==> config.mk <==
export PLATFORM = sky130hd
export DESIGN_NAME = kdop_ram
export DESIGN_NICKNAME = d
export VERILOG_FILES = /design/src/rtl/kdop_ram.sv
export SDC_FILE = /design/constraint.sdc
export NUM_CORES = 2
export LEC_CHECK = 0
export BUFFER_PORTS_ARGS = -buffer_cell sky130_fd_sc_hd__buf_4
export CORE_AREA = 10 10 574 576
export DETAILED_ROUTE_END_ITERATION = 8
export DIE_AREA = 0 0 584 586
export SETUP_SLACK_MARGIN = 0.4
export SYNTH_ARGS = -nofsm -noshare
export SYNTH_HDL_FRONTEND = slang
export SYNTH_SLANG_ARGS = --single-unit
export TNS_END_PERCENT = 100
==> constraint.sdc <==
create_clock -name clk -period 18.47 [get_ports clk]
set_clock_uncertainty 0.2 [all_clocks]
set_input_delay 0 -clock clk [delete_from_list [all_inputs] [get_ports clk]]
set_output_delay 0 -clock clk [all_outputs]
set_load 0.02 [all_outputs]
==> src/rtl/kdop_ram.sv <==
// ----------------------------------------------------------------------------
// kdop_ram
// generic single-port-write, registered-read synchronous memory
// ----------------------------------------------------------------------------
module kdop_ram #(
	parameter int unsigned Width = 128,
	parameter int unsigned Depth = 32
) (
	input  logic                     clk,
	input  logic                     we,
	input  logic [$clog2(Depth)-1:0] waddr,
	input  logic [Width-1:0]         wdata,
	input  logic [$clog2(Depth)-1:0] raddr,
	output logic [Width-1:0]         rdata
);

	logic [Width-1:0] mem [Depth];

	// write port and registered read
	always_ff @(posedge clk) begin
		if (we) begin
			mem[waddr] <= wdata;
		end
		rdata <= mem[raddr];
	end

endmodule

==> impl_metrics.yaml <==
drt:
  via_per_inst: 6.36
  route.detailed.wl_per_inst_um: 35.3
  detail-route-antenna-nets: 0
  drtPass1Iterations: 6
  detail_route.drc_violations: 0
  totalWireLength_um: 416000
  drtIter0Drc: 8884
  dr_total_vias: 74918
setup_path:
  cp.required_ns: 19.10
  critPathCaptureType: "flip-flop"
  kind_of_critical_path: "primary input to flip-flop"
  cpMaxStageDelayCell: "sky130_fd_sc_hd__buf_4"
  timing.critical_path.mode_cell: "sky130_fd_sc_hd__dlygate4sd3_1"
  reg2reg_from: "mem[31][88]"
  worst_path_dominant_cell_family: "buffers and inverters"
  critical_path.startpoint_type: "primary input"
  timing.critical_path.from: "raddr[0]"
  crit_path_max_incr_delay_ns: 0.80
  worst-endpoint-arrival_ns: 6.21
  worst_r2r_path_depth: 6
  capture_point_of_the_worst_reg_to_reg_path: "rdata[88]"
  worstSetupPathDepth: 11
  path_cells: "dlygate4sd3_1 -> buf_16 -> buf_4 -> buf_12 -> buf_12 -> buf_4 -> mux4_2 -> a22oi_1 -> dlygate4sd3_1 -> nand4_1 -> dlygate4sd3_1"
  critPathMaxFanout: 93
  combined_buffer_and_inverter_count_along_the_critical_path: 8
  ff2ff_setup_slack_ns: 15.37
grt:
  antenna_found_initial: 43
  use_met3: 0.0324
  groute.layer.met1.usage: 0.341
  grt_util_met2: 0.400
  gr-usage-all-layers: 0.240
  first_global_vias: 76627
  grt_pass1_wl_um: 588000
  globalRoute.busiestLayer: "met2"
  total_grt_overflow: 0
  maximum_number_of_pins_on_one_net_before_global_route_repair: 124
cts:
  clk_pin_slew_ns: 0.06
  cts_tree: "yes"
  cts_inserted_buffers: 422
  clock-sinks: 4224
  clock_latency_ns: 0.95
  cts-root-to-sink-buffers: 4
  ctsHtreeMaxLevel: 5
  ctsRootBufferMaster: "sky130_fd_sc_hd__clkbuf_16"
yosys:
  synth_edf_count: 4096
  yosysUniqueCellTypes: 28
  synth_area_leaders: "sky130_fd_sc_hd__edfxtp_1 79%, sky130_fd_sc_hd__mux4_2 14%, sky130_fd_sc_hd__o22ai_1 1.8%, sky130_fd_sc_hd__dfxtp_1 1.7%, sky130_fd_sc_hd__mux2i_1 0.88%"
  post-synth-top-area-cell: "sky130_fd_sc_hd__edfxtp_1"
  synthMostInstantiatedCell: "sky130_fd_sc_hd__edfxtp_1"
  ys_seq_elements: 4224
  synth_top_cells_by_count: "4096 x sky130_fd_sc_hd__edfxtp_1, 956 x sky130_fd_sc_hd__mux4_2, 444 x sky130_fd_sc_hd__o22ai_1"
  mappedNetlistArea_um2: 155000
  post_synth_inst_count: 6440
  synth_flop_cell: "sky130_fd_sc_hd__edfxtp_1"
  net_count_after_synthesis: 6580
  yosys_warnings: 0
  synthesis.area_per_instance_um2: 24.1
  synth_top_area_share: 0.792
  synth_async_sr_flop_share: 0
  synth_seq_area_share: 0.809
floorplan:
  die_y_extent_um: 586
  floorplan.rows: 207
  top_level_ports: 268
  fp.dieArea_um2: 342000
  chipWidth_um: 584
  core_area_um2: 317000
  initial_core_util: 0.489
timing:
  worstMarginPinSlew_ns: 1.37
  setup-tns-final_ns: 0
  timing.final.setup_violations: 0
  timing_max_transition_violations_final: 0
  finalCritPeriodShare: 0.302
  timing.final.ws_setup_ns: 12.89
  rsz0062_at_grt: "false"
  slew_headroom: 0.0846
  finalHoldViolCount: 0
  achievable_clock_frequency_mhz: 179
  holdWs_ns: 0.232
  fin_crit_ns: 5.58
layout:
  fillers: 23157
  flow.area_growth_from_synthesis_pct: 15.3
  drive_gt1_frac: 0.267
  final_core_utilization: 0.564
  post_layout_nonfiller_instances: 11778
  layout.nets: 7358
place:
  placed_insts: 10693
  routabilityCongestion: 0.731
  port_buffer_count: 267
  hpwl_um: 190000
  post-place-ws_ns: 13.57
run_status:
  run_status: "completed"
job:
  number_of_max_cap_violations: 0
min_path:
  holdCritPathClass: "primary input to flip-flop"
  whs_endpoint: "mem[6][74]"
  hold_path_startpoint: "waddr[3]"
  worst_hold_path.num_cells: 4
power:
  cell_leakage_power_nw: 56.1
  ir_drop_mv: 0.0978
  cellPowerDensity_nw_per_um2: 112
## worst min-delay path, stage by stage
cell                            delay [ns]
sky130_fd_sc_hd__dlygate4sd3_1        0.52
sky130_fd_sc_hd__buf_4                0.14
sky130_fd_sc_hd__or3b_2               0.28
sky130_fd_sc_hd__nor2_4               0.21
## logic make-up after synthesis
group,share of synthesized area
mux,0.147
buf+inv,0.0126
flops,0.809
simple gates,0.00832
compound gates,0.0228
## metrics by stage
stage / cell area, um^2 / power (mW)
floorplan: 155000 / 11.4
global placement: 162000 / 11.8
detailed placement: 162000 / 11.8
CTS: 179000 / 20.2
global route: 179000 / 20.7
finish: 179000 / 20.1
## routing by layer
layer  part of all wire  wire (um)
met5            0.00039        163
met4              0.024      10100
met3              0.069      28700
met2               0.50     207000
met1               0.41     170000
## power breakdown
group	internal, mW	total, mW	switching, mW
sequential	10.7	10.7	0.0682
combinational	0.386	0.958	0.572
clock	4.83	8.40	3.57
total	15.9	20.1	4.21
## area by class of cell
type	instances	area, um^2	share of cell area
diodes	23	57.6	0.000322
multi-input cells	1864	28000	0.157
repair buffers	706	6430	0.0359
clock buffers	583	11700	0.0652
well taps	4180	5230	0.0292
clock inverters	198	1950	0.0109
flip-flops and latches	4224	126000	0.702
## flip-flops by register name (all words and copies together), names as in the netlist
signal and count:
mem 4096, rdata 128
## placed cells by master, fill, tap and decap left out, types with 30 or more instances in the layout
cell type,Yosys,routed
sky130_fd_sc_hd__mux2i_1,136,136
sky130_fd_sc_hd__clkbuf_1,108,118
sky130_fd_sc_hd__nor4_1,111,111
sky130_fd_sc_hd__dlygate4sd3_1,0,280
sky130_fd_sc_hd__a22oi_1,102,102
sky130_fd_sc_hd__nand3_1,37,36
sky130_fd_sc_hd__clkinv_1,0,69
sky130_fd_sc_hd__bufinv_16,0,30
sky130_fd_sc_hd__edfxtp_1,4096,4096
sky130_fd_sc_hd__o22ai_1,444,444
sky130_fd_sc_hd__clkbuf_16,0,428
sky130_fd_sc_hd__clkbuf_8,0,37
sky130_fd_sc_hd__mux4_2,956,956
sky130_fd_sc_hd__clkinv_2,0,64
sky130_fd_sc_hd__dfxtp_1,128,128
sky130_fd_sc_hd__buf_12,0,32
sky130_fd_sc_hd__buf_4,67,392
sky130_fd_sc_hd__nor2_4,0,33
## repair_timing
item	in CTS	in global routing
endpoints found under the setup margin	0	0
endpoints found under the hold margin	4496	0
hold buffers	281	0
setup buffers	0	0
gates resized for setup	0	0
## worst max path at each step
| stage | end |
|---|---|
| 2_1_floorplan | mem[12][0] |
| 3_3_place_gp | rdata[91] |
| 3_5_place_dp | rdata[91] |
| 4_1_cts | rdata[91] |
| 5_1_grt | rdata[91] |
| 6_report | rdata[91] |
(Power assumes the default switching activity.)
